**config.mk**
```make
export PLATFORM = sky130hd
export DESIGN_NAME = register_vm_execute_unit
export DESIGN_NICKNAME = d
export VERILOG_FILES = /design/src/rtl/rvm_pkg.sv /design/src/rtl/rvm_regfile.sv /design/src/rtl/rvm_dmem.sv /design/src/rtl/rvm_alu.sv /design/src/rtl/register_vm_execute_unit.sv
export SDC_FILE = /design/constraint.sdc
export NUM_CORES = 2
export LEC_CHECK = 0
export BUFFER_PORTS_ARGS = -buffer_cell sky130_fd_sc_hd__buf_2
export CAP_MARGIN = 5
export CELL_PAD_IN_SITES_DETAIL_PLACEMENT = 1
export CELL_PAD_IN_SITES_GLOBAL_PLACEMENT = 1
export CORE_MARGIN = 1.5
export CORE_UTILIZATION = 35
export CTS_BUF_LIST = sky130_fd_sc_hd__clkbuf_8
export CTS_CLUSTER_DIAMETER = 200
export DETAILED_ROUTE_END_ITERATION = 16
export GPL_TIMING_DRIVEN = 0
export PLACE_DENSITY = 0.62
export SLEW_MARGIN = 40
export SYNTH_ARGS = -nofsm -noshare
export SYNTH_HDL_FRONTEND = slang
export SYNTH_SLANG_ARGS = --single-unit
```
**constraint.sdc**
```tcl
create_clock -name clk -period 10.4 [get_ports clk]
set_input_delay 0.52 -clock clk [delete_from_list [all_inputs] [get_ports clk]]
set_output_delay 0.52 -clock clk [all_outputs]
set_load 0.02 [all_outputs]
```
**src/rtl/rvm_pkg.sv**
```systemverilog
package rvm_pkg;

    localparam int MEM_WORDS_DEF = 32;
    localparam int NUM_REGS_DEF = 8;
    localparam int DATA_W = 32;
    localparam int STEP_W = 16;
    localparam logic [STEP_W-1:0] STEP_LIMIT_RESET = 16'd100;
    localparam logic [STEP_W-1:0] STEP_MAX = 16'hFFFF;

    typedef enum logic [7:0] {
        OP_END   = 8'd0,
        OP_MOV   = 8'd1,
        OP_PRINT = 8'd2,
        OP_MOVQ  = 8'd3,
        OP_ADD   = 8'd4,
        OP_SUB   = 8'd5,
        OP_MUL   = 8'd6,
        OP_EQ    = 8'd7,
        OP_NEQ   = 8'd8,
        OP_JMPIF = 8'd13,
        OP_JMP   = 8'd14,
        OP_LOAD  = 8'd15,
        OP_STORE = 8'd16
    } op_t;

    typedef enum logic [2:0] {
        CAUSE_RUN    = 3'd0,
        CAUSE_END    = 3'd1,
        CAUSE_UNIMPL = 3'd2,
        CAUSE_LIMIT  = 3'd3,
        CAUSE_ADDR   = 3'd4
    } cause_t;

    localparam logic REG_LIMIT = 1'b0;

    typedef struct packed {
        logic              reg_we;
        logic [DATA_W-1:0] reg_wdata;
        logic              mem_we;
        cause_t            halt_next;
        logic [STEP_W-1:0] step_next;
        logic              print_valid;
        logic [DATA_W-1:0] print_value;
        logic              jump_taken;
        logic [DATA_W-1:0] jump_target;
        logic              halted;
    } exec_res_t;

endpackage

```
**src/rtl/rvm_regfile.sv**
```systemverilog
module rvm_regfile #(
    parameter int NUM_REGS = rvm_pkg::NUM_REGS_DEF,
    parameter int RW = $clog2(NUM_REGS)
) (
    input  logic                      clk,
    input  logic                      we,
    input  logic [RW-1:0]             waddr,
    input  logic [rvm_pkg::DATA_W-1:0] wdata,
    input  logic                      re,
    input  logic [RW-1:0]             raddr0,
    input  logic [RW-1:0]             raddr1,
    output logic [rvm_pkg::DATA_W-1:0] rdata0,
    output logic [rvm_pkg::DATA_W-1:0] rdata1
);

    logic [rvm_pkg::DATA_W-1:0] mem [NUM_REGS];
    logic [rvm_pkg::DATA_W-1:0] rdata0_reg;
    logic [rvm_pkg::DATA_W-1:0] rdata1_reg;

    always_ff @(posedge clk)
    begin
        if (we)
        begin
            mem[waddr] <= wdata;
        end
        if (re)
        begin
            rdata0_reg <= mem[raddr0];
            rdata1_reg <= mem[raddr1];
        end
    end

    assign rdata0 = rdata0_reg;
    assign rdata1 = rdata1_reg;

endmodule

```
**src/rtl/rvm_dmem.sv**
```systemverilog
module rvm_dmem #(
    parameter int MEM_WORDS = rvm_pkg::MEM_WORDS_DEF,
    parameter int AW = (MEM_WORDS > 1) ? $clog2(MEM_WORDS) : 1
) (
    input  logic                       clk,
    input  logic                       we,
    input  logic [AW-1:0]              waddr,
    input  logic [rvm_pkg::DATA_W-1:0] wdata,
    input  logic                       re,
    input  logic [AW-1:0]              raddr,
    output logic [rvm_pkg::DATA_W-1:0] rdata
);

    logic [rvm_pkg::DATA_W-1:0] mem [MEM_WORDS];
    logic [rvm_pkg::DATA_W-1:0] rdata_reg;

    always_ff @(posedge clk)
    begin
        if (we)
        begin
            mem[waddr] <= wdata;
        end
        if (re)
        begin
            rdata_reg <= mem[raddr];
        end
    end

    assign rdata = rdata_reg;

endmodule

```
**src/rtl/rvm_alu.sv**
```systemverilog
module rvm_alu (
    input  logic [7:0]                  cmd,
    input  logic [rvm_pkg::DATA_W-1:0]  imm,
    input  logic [rvm_pkg::DATA_W-1:0]  opa,
    input  logic [rvm_pkg::DATA_W-1:0]  opb,
    input  logic [rvm_pkg::DATA_W-1:0]  mem_data,
    input  logic                        addr_ok,
    input  rvm_pkg::cause_t             halt_state,
    input  logic [rvm_pkg::STEP_W-1:0]  step_count,
    input  logic [rvm_pkg::STEP_W-1:0]  step_limit,
    output rvm_pkg::exec_res_t          res
);

    logic executed;

    always_comb
    begin
        executed = 1'b0;
        res = '0;
        res.halt_next = halt_state;
        res.step_next = step_count;
        if (halt_state == rvm_pkg::CAUSE_RUN)
        begin
            executed = 1'b1;
            unique case (rvm_pkg::op_t'(cmd))
                rvm_pkg::OP_END:
                begin
                    res.halt_next = rvm_pkg::CAUSE_END;
                    executed = 1'b0;
                end
                rvm_pkg::OP_MOV:
                begin
                    res.reg_we = 1'b1;
                    res.reg_wdata = opa;
                end
                rvm_pkg::OP_PRINT:
                begin
                    res.print_valid = 1'b1;
                    res.print_value = opa;
                end
                rvm_pkg::OP_MOVQ:
                begin
                    res.reg_we = 1'b1;
                    res.reg_wdata = imm;
                end
                rvm_pkg::OP_ADD:
                begin
                    res.reg_we = 1'b1;
                    res.reg_wdata = opa + opb;
                end
                rvm_pkg::OP_SUB:
                begin
                    res.reg_we = 1'b1;
                    res.reg_wdata = opa - opb;
                end
                rvm_pkg::OP_MUL:
                begin
                    res.reg_we = 1'b1;
                    res.reg_wdata = opa * opb;
                end
                rvm_pkg::OP_EQ:
                begin
                    res.reg_we = 1'b1;
                    res.reg_wdata = {{(rvm_pkg::DATA_W-1){1'b0}}, opa == opb};
                end
                rvm_pkg::OP_NEQ:
                begin
                    res.reg_we = 1'b1;
                    res.reg_wdata = {{(rvm_pkg::DATA_W-1){1'b0}}, opa != opb};
                end
                rvm_pkg::OP_JMPIF:
                begin
                    if (opa != '0)
                    begin
                        res.jump_taken = 1'b1;
                        res.jump_target = imm;
                    end
                end
                rvm_pkg::OP_JMP:
                begin
                    res.jump_taken = 1'b1;
                    res.jump_target = imm;
                end
                rvm_pkg::OP_LOAD:
                begin
                    if (addr_ok)
                    begin
                        res.reg_we = 1'b1;
                        res.reg_wdata = mem_data;
                    end
                    else
                    begin
                        res.halt_next = rvm_pkg::CAUSE_ADDR;
                        executed = 1'b0;
                    end
                end
                rvm_pkg::OP_STORE:
                begin
                    if (addr_ok)
                    begin
                        res.mem_we = 1'b1;
                    end
                    else
                    begin
                        res.halt_next = rvm_pkg::CAUSE_ADDR;
                        executed = 1'b0;
                    end
                end
                default:
                begin
                    res.halt_next = rvm_pkg::CAUSE_UNIMPL;
                    executed = 1'b0;
                end
            endcase
            if (executed)
            begin
                if (step_count != rvm_pkg::STEP_MAX)
                begin
                    res.step_next = step_count + 1'b1;
                end
                if (res.step_next >= step_limit)
                begin
                    res.halt_next = rvm_pkg::CAUSE_LIMIT;
                end
            end
        end
        res.halted = (res.halt_next != rvm_pkg::CAUSE_RUN);
    end

endmodule

```
**src/rtl/register_vm_execute_unit.sv**
```systemverilog
// Pipeline: an accepted item waits in the execute registers; its result is registered.
// Throughput: one item per cycle with res_stall low; register and data memory reads
// forward the previous item's write, so dependent items follow back to back.
// Reset: a clearing pass writes zero to max(MEM_WORDS, NUM_REGS) entries, one a cycle,
// during which cmd_stall is high; configuration writes are taken throughout.
module register_vm_execute_unit #(
    parameter int MEM_WORDS = rvm_pkg::MEM_WORDS_DEF,
    parameter int NUM_REGS = rvm_pkg::NUM_REGS_DEF
) (
    input  logic                        clk,
    input  logic                        rst_n,
    input  logic                        cmd_valid,
    output logic                        cmd_stall,
    input  logic [7:0]                  cmd,
    input  logic [2:0]                  dst_reg,
    input  logic [2:0]                  src_a,
    input  logic [2:0]                  src_b,
    input  logic signed [31:0]          imm,
    output logic                        res_valid,
    input  logic                        res_stall,
    output logic                        print_valid,
    output logic signed [31:0]          print_value,
    output logic                        jump_taken,
    output logic signed [31:0]          jump_target,
    output logic                        halted,
    output logic [2:0]                  halt_cause,
    input  logic                        psel,
    input  logic                        penable,
    input  logic                        pwrite,
    input  logic [2:0]                  paddr,
    input  logic [31:0]                 pwdata,
    output logic [31:0]                 prdata,
    output logic                        pready
);

    localparam int DW = rvm_pkg::DATA_W;
    localparam int SW = rvm_pkg::STEP_W;
    localparam int RW = $clog2(NUM_REGS);
    localparam int AW = (MEM_WORDS > 1) ? $clog2(MEM_WORDS) : 1;
    localparam int CLR_WORDS = (MEM_WORDS > NUM_REGS) ? MEM_WORDS : NUM_REGS;
    localparam int CW = $clog2(CLR_WORDS);

    logic          accept;
    logic          ex_fire;
    logic [RW-1:0] rd_addr0;

    logic          clearing_reg;
    logic [CW-1:0] clr_idx_reg;

    logic          ex_valid_reg;
    logic [7:0]    ex_cmd_reg;
    logic [RW-1:0] ex_dst_reg;
    logic [RW-1:0] ex_addr0_reg;
    logic [RW-1:0] ex_srcb_reg;
    logic [DW-1:0] ex_imm_reg;

    logic          lwr_valid_reg;
    logic [RW-1:0] lwr_addr_reg;
    logic [DW-1:0] lwr_data_reg;
    logic          lwm_valid_reg;
    logic [AW-1:0] lwm_addr_reg;
    logic [DW-1:0] lwm_data_reg;

    rvm_pkg::cause_t halt_reg;
    logic [SW-1:0]   step_reg;
    logic [SW-1:0]   limit_reg;

    logic          res_valid_reg;
    logic          res_print_valid_reg;
    logic [DW-1:0] res_print_value_reg;
    logic          res_jump_taken_reg;
    logic [DW-1:0] res_jump_target_reg;
    logic          res_halted_reg;
    logic [2:0]    res_cause_reg;

    logic [DW-1:0] rf_rd0;
    logic [DW-1:0] rf_rd1;
    logic [DW-1:0] dm_rd;
    logic [DW-1:0] opa;
    logic [DW-1:0] opb;
    logic [DW-1:0] mem_data;
    logic          addr_ok;
    logic [AW-1:0] ex_maddr;

    logic          rf_we;
    logic [RW-1:0] rf_waddr;
    logic [DW-1:0] rf_wdata;
    logic          dm_we;
    logic [AW-1:0] dm_waddr;
    logic [DW-1:0] dm_wdata;

    logic          cfg_write;

    rvm_pkg::exec_res_t ex_res;

    assign ex_fire = ex_valid_reg && (!res_valid_reg || !res_stall);
    assign cmd_stall = clearing_reg || (ex_valid_reg && !ex_fire);
    assign accept = cmd_valid && !cmd_stall;

    always_comb
    begin
        if ((rvm_pkg::op_t'(cmd) == rvm_pkg::OP_PRINT)
            || (rvm_pkg::op_t'(cmd) == rvm_pkg::OP_JMPIF))
        begin
            rd_addr0 = dst_reg[RW-1:0];
        end
        else
        begin
            rd_addr0 = src_a[RW-1:0];
        end
    end

    // Clearing pass after reset.
    always_ff @(posedge clk or negedge rst_n)
    begin
        if (!rst_n)
        begin
            clearing_reg <= 1'b1;
            clr_idx_reg <= '0;
        end
        else if (clearing_reg)
        begin
            if (clr_idx_reg == CW'(CLR_WORDS - 1))
            begin
                clearing_reg <= 1'b0;
            end
            else
            begin
                clr_idx_reg <= clr_idx_reg + 1'b1;
            end
        end
    end

    always_ff @(posedge clk or negedge rst_n)
    begin
        if (!rst_n)
        begin
            ex_valid_reg <= 1'b0;
        end
        else if (accept)
        begin
            ex_valid_reg <= 1'b1;
        end
        else if (ex_fire)
        begin
            ex_valid_reg <= 1'b0;
        end
    end

    always_ff @(posedge clk)
    begin
        if (accept)
        begin
            ex_cmd_reg <= cmd;
            ex_dst_reg <= dst_reg[RW-1:0];
            ex_addr0_reg <= rd_addr0;
            ex_srcb_reg <= src_b[RW-1:0];
            ex_imm_reg <= imm;
        end
    end

    rvm_regfile #(
        .NUM_REGS (NUM_REGS),
        .RW       (RW)
    ) u_regfile (
        .clk    (clk),
        .we     (rf_we),
        .waddr  (rf_waddr),
        .wdata  (rf_wdata),
        .re     (accept),
        .raddr0 (rd_addr0),
        .raddr1 (src_b[RW-1:0]),
        .rdata0 (rf_rd0),
        .rdata1 (rf_rd1)
    );

    rvm_dmem #(
        .MEM_WORDS (MEM_WORDS),
        .AW        (AW)
    ) u_dmem (
        .clk   (clk),
        .we    (dm_we),
        .waddr (dm_waddr),
        .wdata (dm_wdata),
        .re    (accept),
        .raddr (imm[AW-1:0]),
        .rdata (dm_rd)
    );

    assign ex_maddr = ex_imm_reg[AW-1:0];
    assign addr_ok = ex_imm_reg < 32'(MEM_WORDS);

    always_comb
    begin
        opa = rf_rd0;
        opb = rf_rd1;
        mem_data = dm_rd;
        if (lwr_valid_reg && (lwr_addr_reg == ex_addr0_reg))
        begin
            opa = lwr_data_reg;
        end
        if (lwr_valid_reg && (lwr_addr_reg == ex_srcb_reg))
        begin
            opb = lwr_data_reg;
        end
        if (lwm_valid_reg && (lwm_addr_reg == ex_maddr))
        begin
            mem_data = lwm_data_reg;
        end
    end

    rvm_alu u_alu (
        .cmd        (ex_cmd_reg),
        .imm        (ex_imm_reg),
        .opa        (opa),
        .opb        (opb),
        .mem_data   (mem_data),
        .addr_ok    (addr_ok),
        .halt_state (halt_reg),
        .step_count (step_reg),
        .step_limit (limit_reg),
        .res        (ex_res)
    );

    always_comb
    begin
        if (clearing_reg)
        begin
            rf_we = {1'b0, clr_idx_reg} < (CW + 1)'(NUM_REGS);
            rf_waddr = clr_idx_reg[RW-1:0];
            rf_wdata = '0;
            dm_we = {1'b0, clr_idx_reg} < (CW + 1)'(MEM_WORDS);
            dm_waddr = clr_idx_reg[AW-1:0];
            dm_wdata = '0;
        end
        else
        begin
            rf_we = ex_fire && ex_res.reg_we;
            rf_waddr = ex_dst_reg;
            rf_wdata = ex_res.reg_wdata;
            dm_we = ex_fire && ex_res.mem_we;
            dm_waddr = ex_maddr;
            dm_wdata = opa;
        end
    end

    // The most recent write to each memory, for the item read in the same cycle.
    always_ff @(posedge clk or negedge rst_n)
    begin
        if (!rst_n)
        begin
            lwr_valid_reg <= 1'b0;
            lwm_valid_reg <= 1'b0;
        end
        else if (ex_fire)
        begin
            lwr_valid_reg <= ex_res.reg_we;
            lwm_valid_reg <= ex_res.mem_we;
        end
    end

    always_ff @(posedge clk)
    begin
        if (ex_fire)
        begin
            lwr_addr_reg <= ex_dst_reg;
            lwr_data_reg <= ex_res.reg_wdata;
            lwm_addr_reg <= ex_maddr;
            lwm_data_reg <= opa;
        end
    end

    always_ff @(posedge clk or negedge rst_n)
    begin
        if (!rst_n)
        begin
            halt_reg <= rvm_pkg::CAUSE_RUN;
            step_reg <= '0;
        end
        else if (ex_fire)
        begin
            halt_reg <= ex_res.halt_next;
            step_reg <= ex_res.step_next;
        end
    end

    assign cfg_write = psel && penable && pwrite && pready;

    always_ff @(posedge clk or negedge rst_n)
    begin
        if (!rst_n)
        begin
            limit_reg <= rvm_pkg::STEP_LIMIT_RESET;
        end
        else if (cfg_write && (paddr[2] == rvm_pkg::REG_LIMIT))
        begin
            limit_reg <= pwdata[SW-1:0];
        end
    end

    always_comb
    begin
        if (paddr[2] == rvm_pkg::REG_LIMIT)
        begin
            prdata = {{(32 - SW){1'b0}}, limit_reg};
        end
        else
        begin
            prdata = '0;
        end
    end

    assign pready = 1'b1;

    always_ff @(posedge clk or negedge rst_n)
    begin
        if (!rst_n)
        begin
            res_valid_reg <= 1'b0;
        end
        else if (ex_fire)
        begin
            res_valid_reg <= 1'b1;
        end
        else if (!res_stall)
        begin
            res_valid_reg <= 1'b0;
        end
    end

    always_ff @(posedge clk)
    begin
        if (ex_fire)
        begin
            res_print_valid_reg <= ex_res.print_valid;
            res_print_value_reg <= ex_res.print_value;
            res_jump_taken_reg <= ex_res.jump_taken;
            res_jump_target_reg <= ex_res.jump_target;
            res_halted_reg <= ex_res.halted;
            res_cause_reg <= ex_res.halt_next;
        end
    end

    assign res_valid = res_valid_reg;
    assign print_valid = res_print_valid_reg;
    assign print_value = res_print_value_reg;
    assign jump_taken = res_jump_taken_reg;
    assign jump_target = res_jump_target_reg;
    assign halted = res_halted_reg;
    assign halt_cause = res_cause_reg;

endmodule
```
After elaboration in Yosys (flattened, before gate mapping) --
Memories as Yosys holds them, arrays and structs flattened. A register that Yosys moved wholly into a read port is not among the register bits. Index checks and enable logic that the tools add are counted.
Operators by class: add/subtract/negate cells 4, multipliers 1, order comparisons 3, eq/ne operators 22, muxes and demuxes 38, bitwise logic cells 2, reductions and logical operators 28
Operator list (count):
- $pmux W33 S8 | 1
- $mux W32 | 5
- $mux W119 | 1
- $mux W33 | 3
- $pmux W33 S2 | 1
- $mux W16 | 4
- $eq A8 B4 Y1 const B | 5
- $add A32 B32 Y32 | 1
- $eq A32 B32 Y1 | 1
- $eq A8 B3 Y1 const B | 4
- $lt A32 B6 Y1 const B | 1
- $mul A32 B32 Y32 | 1
- $ne A32 B32 Y1 | 1
- $reduce_bool A32 Y1 | 1
- $sub A32 B32 Y32 | 1
- $eq A8 B2 Y1 const B | 3
- $mux W19 | 1
- $add A16 B1 Y16 const B | 1
- $ge A16 B16 Y1 | 1
- $ne A16 B16 Y1 const B | 1
- $mux W1 | 15
- $mux W3 | 4
- $logic_and A1 B1 Y1 | 11
- $reduce_or A10 Y1 | 1
- other kinds (21) | 29
Storage, ports and cells: flip-flop bits (word level) 236, memory bits (writable) 1280, bits of input ports 91, output and inout port bits 105, logic and storage cells 124, memories 2
Memories:
- u_dmem.mem | depth 32, width 32, rd ports 1, clocked after memory_dff 1, wr ports 1, line rvm_dmem.sv:14 | logic [rvm_pkg::DATA_W-1:0] mem [MEM_WORDS];
- u_regfile.mem | depth 8, width 32, rd ports 2, clocked after memory_dff 2, wr ports 1, line rvm_regfile.sv:16 | logic [rvm_pkg::DATA_W-1:0] mem [NUM_REGS];

Logic depth before layout (Yosys ltp) --
word-level depth 14, mapped depth 35, mapped depth without buffers 32

Modules after synthesis --
From an unflattened synthesis, not the netlist that was laid out.
Second synthesis, totals: cell total of the unflattened synthesis 6091, area total of the unflattened synthesis 86291.5 sq um
By module, submodules not included:
- rvm_dmem | instances 1, cells an instance 2260, area each 40805.4 sq um, seq. area each 31710.4 sq um
- rvm_alu | instances 1, cells an instance 2702, area each 21747.1 sq um, seq. area each 0.0 sq um
- rvm_regfile | instances 1, cells an instance 561, area each 13820.8 sq um, seq. area each 9609.2 sq um
- register_vm_execute_unit | instances 1, cells an instance 568, area each 9918.3 sq um, seq. area each 6866.6 sq um

Worst setup path before layout --
No wires, ideal clock.
kind reg2reg, start point register lwr_addr_reg[1], end point memory u_regfile.mem[0][28] in the netlist's numbering, data pin, setup time 287 ps, arrival time 8562 ps, required time 10113 ps, path slack 1552 ps, stages on the path, launching flop included 33, path buffers 2, clock period less this slack 8848 ps, path through edfxtp_1 -> xnor2_1 -> nand4_2 -> buf_6 -> buf_6 -> mux2i_1 -> clkinv_1 -> ha_1 -> inv_1 -> fa_1 -> fa_1 -> inv_1 -> fa_1 -> inv_1 -> fa_1 -> inv_1 -> fa_1 -> fa_1 -> fa_1 -> fa_1 -> ha_1 -> a21oi_1 -> o21ai_0 -> a21o_1 -> a21o_1 -> a21o_1 -> a21o_1 -> a2111oi_0 -> nor3_1 -> xnor2_1 -> o221ai_1 -> a211oi_1 -> nor2_1
On the way: cells in the longest elaborated chain, start to end 7, elaborated cells between the ends (all ways) 12, classes of those cells add/sub: 2; mul: 1; eq/ne: 2; mux: 5; reduce/logical: 2
Ends and longest elaborated chain:
- start: declaration | line register_vm_execute_unit.sv:58 | logic [RW-1:0] lwr_addr_reg;
- start signal: assignment | line register_vm_execute_unit.sv:266 | lwr_addr_reg <= ex_dst_reg;
- $eq A3 B3 Y1 (*) | line register_vm_execute_unit.sv:198 | if (lwr_valid_reg && (lwr_addr_reg == ex_addr0_reg))
- $logic_and A1 B1 Y1 (*) | line register_vm_execute_unit.sv:198
- $mux W32 (*) | line register_vm_execute_unit.sv:198
- via opa[10] | line register_vm_execute_unit.sv:79 | logic [DW-1:0] opa;
- $mul A32 B32 Y32 (tied with other cells) | line rvm_alu.sv:59 | res.reg_wdata = opa * opb;
- $pmux W33 S8 (*) | line rvm_alu.sv:25 | unique case (rvm_pkg::op_t'(cmd))
- $mux W119 (*) | line rvm_alu.sv:22 | if (halt_state == rvm_pkg::CAUSE_RUN)
- $mux W32 (*) | line register_vm_execute_unit.sv:227 | if (clearing_reg)
- via rf_wdata[28] | line register_vm_execute_unit.sv:87 | logic [DW-1:0] rf_wdata;
- end: declaration | line rvm_regfile.sv:16
The timed path passes the listed nets; every way through them passes the cells marked *.

Worst setup path in the final report --
start point register lwr_addr_reg[0], end point memory u_regfile.mem[1][19] in the netlist's numbering, data pin
Same word-level chain as after synthesis.

==> results.sh <==
export IMPL_outcome="finished, final reports clean"
export IMPL_ys_seq_elements=1612
export IMPL_pin_count=196
export IMPL_report_final_slew_viol_count=0
export IMPL_clk_pin_slew_ns=0.06
export IMPL_finalClockSkew_ns=0.146
export IMPL_syn_instance_count=5856
export IMPL_grt_pass1_vias=57900
export IMPL_yosysWarnings=0
export IMPL_syn_area_mm2=0.0842
export IMPL_drt_iter0_drc=5410
export IMPL_track_usage=0.256
export IMPL_antenna_left=0
export IMPL_path_max_fanout=12
export IMPL_multi_input_area_mm2=0.0341
export IMPL_rsz0062_at_grt="no"
export IMPL_fmax_mhz=97.1
export IMPL_fp_dieArea_mm2=0.243
export IMPL_post_drt_wl_per_cell_um=31.4
export IMPL_nets=7271
export IMPL_use_met2=0.420
export IMPL_dp_hpwl_um=235000
export IMPL_fin_cells=9937
export IMPL_clk_latency_ns=1.10
export IMPL_die_y_um=493
export IMPL_final_cell_mix="edfxtp_1 (1567), nand2_1 (610), inv_1 (605)"
export IMPL_hold_viol_final=0
export IMPL_crit_path_end_kind="flop"
export IMPL_dr_pass1_iters=8
export IMPL_startpoint_type="flop"
export IMPL_nFillCells=24300
export IMPL_worstPathRequired_ns=11.10
export IMPL_antenna_found_initial=15
export IMPL_routed_wl_um=312000
export IMPL_worstPathArrival_ns=11.00
export IMPL_grt_pass1_wl_um=438000
export IMPL_use_met3=0.0431
export IMPL_grt_busiest_layer="met2"
export IMPL_drive_gt1_frac=0.227
export IMPL_rows=179
export IMPL_core_mm2=0.239
export IMPL_gp_congestion=0.967
export IMPL_vias=54800
export IMPL_area_growth_pct=18.0
export IMPL_cap_violations=0
export IMPL_initial_core_util=0.353
export IMPL_vias_per_cell=5.51
export IMPL_hp_class="in -> async"
export IMPL_dp_cells=9352
export IMPL_die_w_um=493
export IMPL_cts_buffer_depth=4
export IMPL_top_register="u_dmem.mem"
export IMPL_largest_reg_flops=1024
export IMPL_ys_async_sr_fraction=0.0279
export IMPL_r2r_slack_ns=0.10
export IMPL_synth_distinct_cells=86
export IMPL_slew_headroom=0.375
export IMPL_use_met1=0.325
export IMPL_cts_root_buf="clkbuf_8"
export IMPL_cts_buffers=296
export IMPL_drc=0
export IMPL_ys_seq_area_frac=0.572
export IMPL_fin_crit_ns=10.30
export IMPL_mostFrequentLayoutCell="edfxtp_1"
export IMPL_postSynthAreaPerCell_um2=14.4
export IMPL_grt_start_max_net_pins=73
export IMPL_ys_flop_type="edfxtp_1"
export IMPL_cts_sinks=1612
export IMPL_synth_edf_count=1567
export IMPL_fin_crit_sh=0.990
export IMPL_reg_top3="u_dmem.mem: 1024 flops, u_regfile.mem: 256 flops"
export IMPL_io_buffers=159
export IMPL_overflow=0
export IMPL_setup_viol=0
export IMPL_cts_tree="yes"
export IMPL_utilization=0.416
export IMPL_path_class="reg -> reg"
export IMPL_tightest_slew_ns=0.919
export IMPL_htreeDepth=5
export IMPL_regArea_mm2=0.0482
==> final timing paths <==
path / startpoint / depth (start not counted) / end
min in group clk: pwrite / 3 / limit_reg[3]
max reg2reg: lwr_addr_reg[0] / 27 / u_regfile.mem[1][19]
max: lwr_addr_reg[0] / 27 / u_regfile.mem[1][19]
min reg2reg: ex_dst_reg[1] / 0 / lwr_addr_reg[1]
max in group asynchronous: rst_n / 3 / limit_reg[2]
min: rst_n / 3 / limit_reg[9]
==> synth_stat cells, drive strengths merged (41+ instances only) <==
cell type  count  area share
a21oi        118      0.0071
dfrtp         41       0.012
nand2        610       0.027
nor2         568       0.025
inv          510       0.023
fa           409       0.097
mux4         384        0.10
o21ai        117      0.0070
buf           82      0.0048
mux2i         80      0.0099
nor3          47      0.0028
edfxtp      1567        0.56
a21o          47      0.0042
ha           205       0.030
nand3        191       0.011
clkbuf       227       0.010
mux2         112       0.015
xnor2        115       0.012
==> metal layers <==
layer  vias up  routed length, um
met5         -                  7
met4         2              17700
met3       601              20300
met2      2227             151000
met1     29200             123000
li1      22700                  -
==> cells by family (layout without fill, tap and decap cells) <==
family	count (synthesis)	count (layout)	synth area share
compound gates	488	488	0.0384
mux	576	576	0.128
other cells	2	22	0.0000892
flops	1612	1612	0.572
xor+xnor	148	148	0.0157
buf+inv	833	1727	0.0382
simple gates	1583	1583	0.0797
fa+ha+maj	614	614	0.128
==> what timing repair did <==
item	CTS	global route
setup buffers	14	3
hold buffers	66	0
gates resized for setup	58	34
hold endpoints to repair	119	0
cloned	0	1
pin swaps	3	1
endpoints found under the setup margin	187	117
==> through the flow <==
step	area, um2	worst slack, ns	setup TNS [ns]	hold slack, ns
floorplan	84200	1.55	0	0.224
CTS	99100	0.0170	0	0.0223
global placement	89000	-3.08	-372.64	0.450
finish	99300	0.103	0	0.0814
global route	99300	0.0124	0	0.0478
detailed placement	93000	-1.78	-172.86	0.451
==> worst max-delay path, stage by stage (launching register included) <==
cell and delay [ns]:
edfxtp_1 0.42, xnor2_1 0.29, nand4_4 0.23, buf_6 0.26, mux2i_4 0.24, inv_1 0.36
clkbuf_2 0.68, ha_1 0.48, fa_1 0.52, fa_1 0.45, fa_1 0.55, inv_1 0.05
fa_1 0.38, inv_1 0.09, fa_1 0.40, ha_1 0.33, fa_1 0.52, fa_1 0.44
ha_1 0.42, nand3_1 0.19, nor2_1 0.21, nand2_1 0.09, a21oi_1 0.39, nor2_1 0.12
xor2_1 0.41, o221ai_1 0.36, a221oi_1 0.82, nor3_2 0.21
==> layout make-up <==
type | instances | area share
Antenna cell | 5 | 0.000126
Clock buffer | 300 | 0.0416
Buffer | 306 | 0.0148
Multi-Input combinational cell | 3426 | 0.343
Inverter | 524 | 0.0203
Timing Repair Buffer | 399 | 0.0457
Sequential cell | 1612 | 0.485
Timing Repair inverter | 1 | 0.0000504
Clock inverter | 197 | 0.00940
Tap cell | 3167 | 0.0399
Power is left out: the tool's default activity adds up to more than one toggle a clock period on the data nets, which glitch-free logic cannot reach.
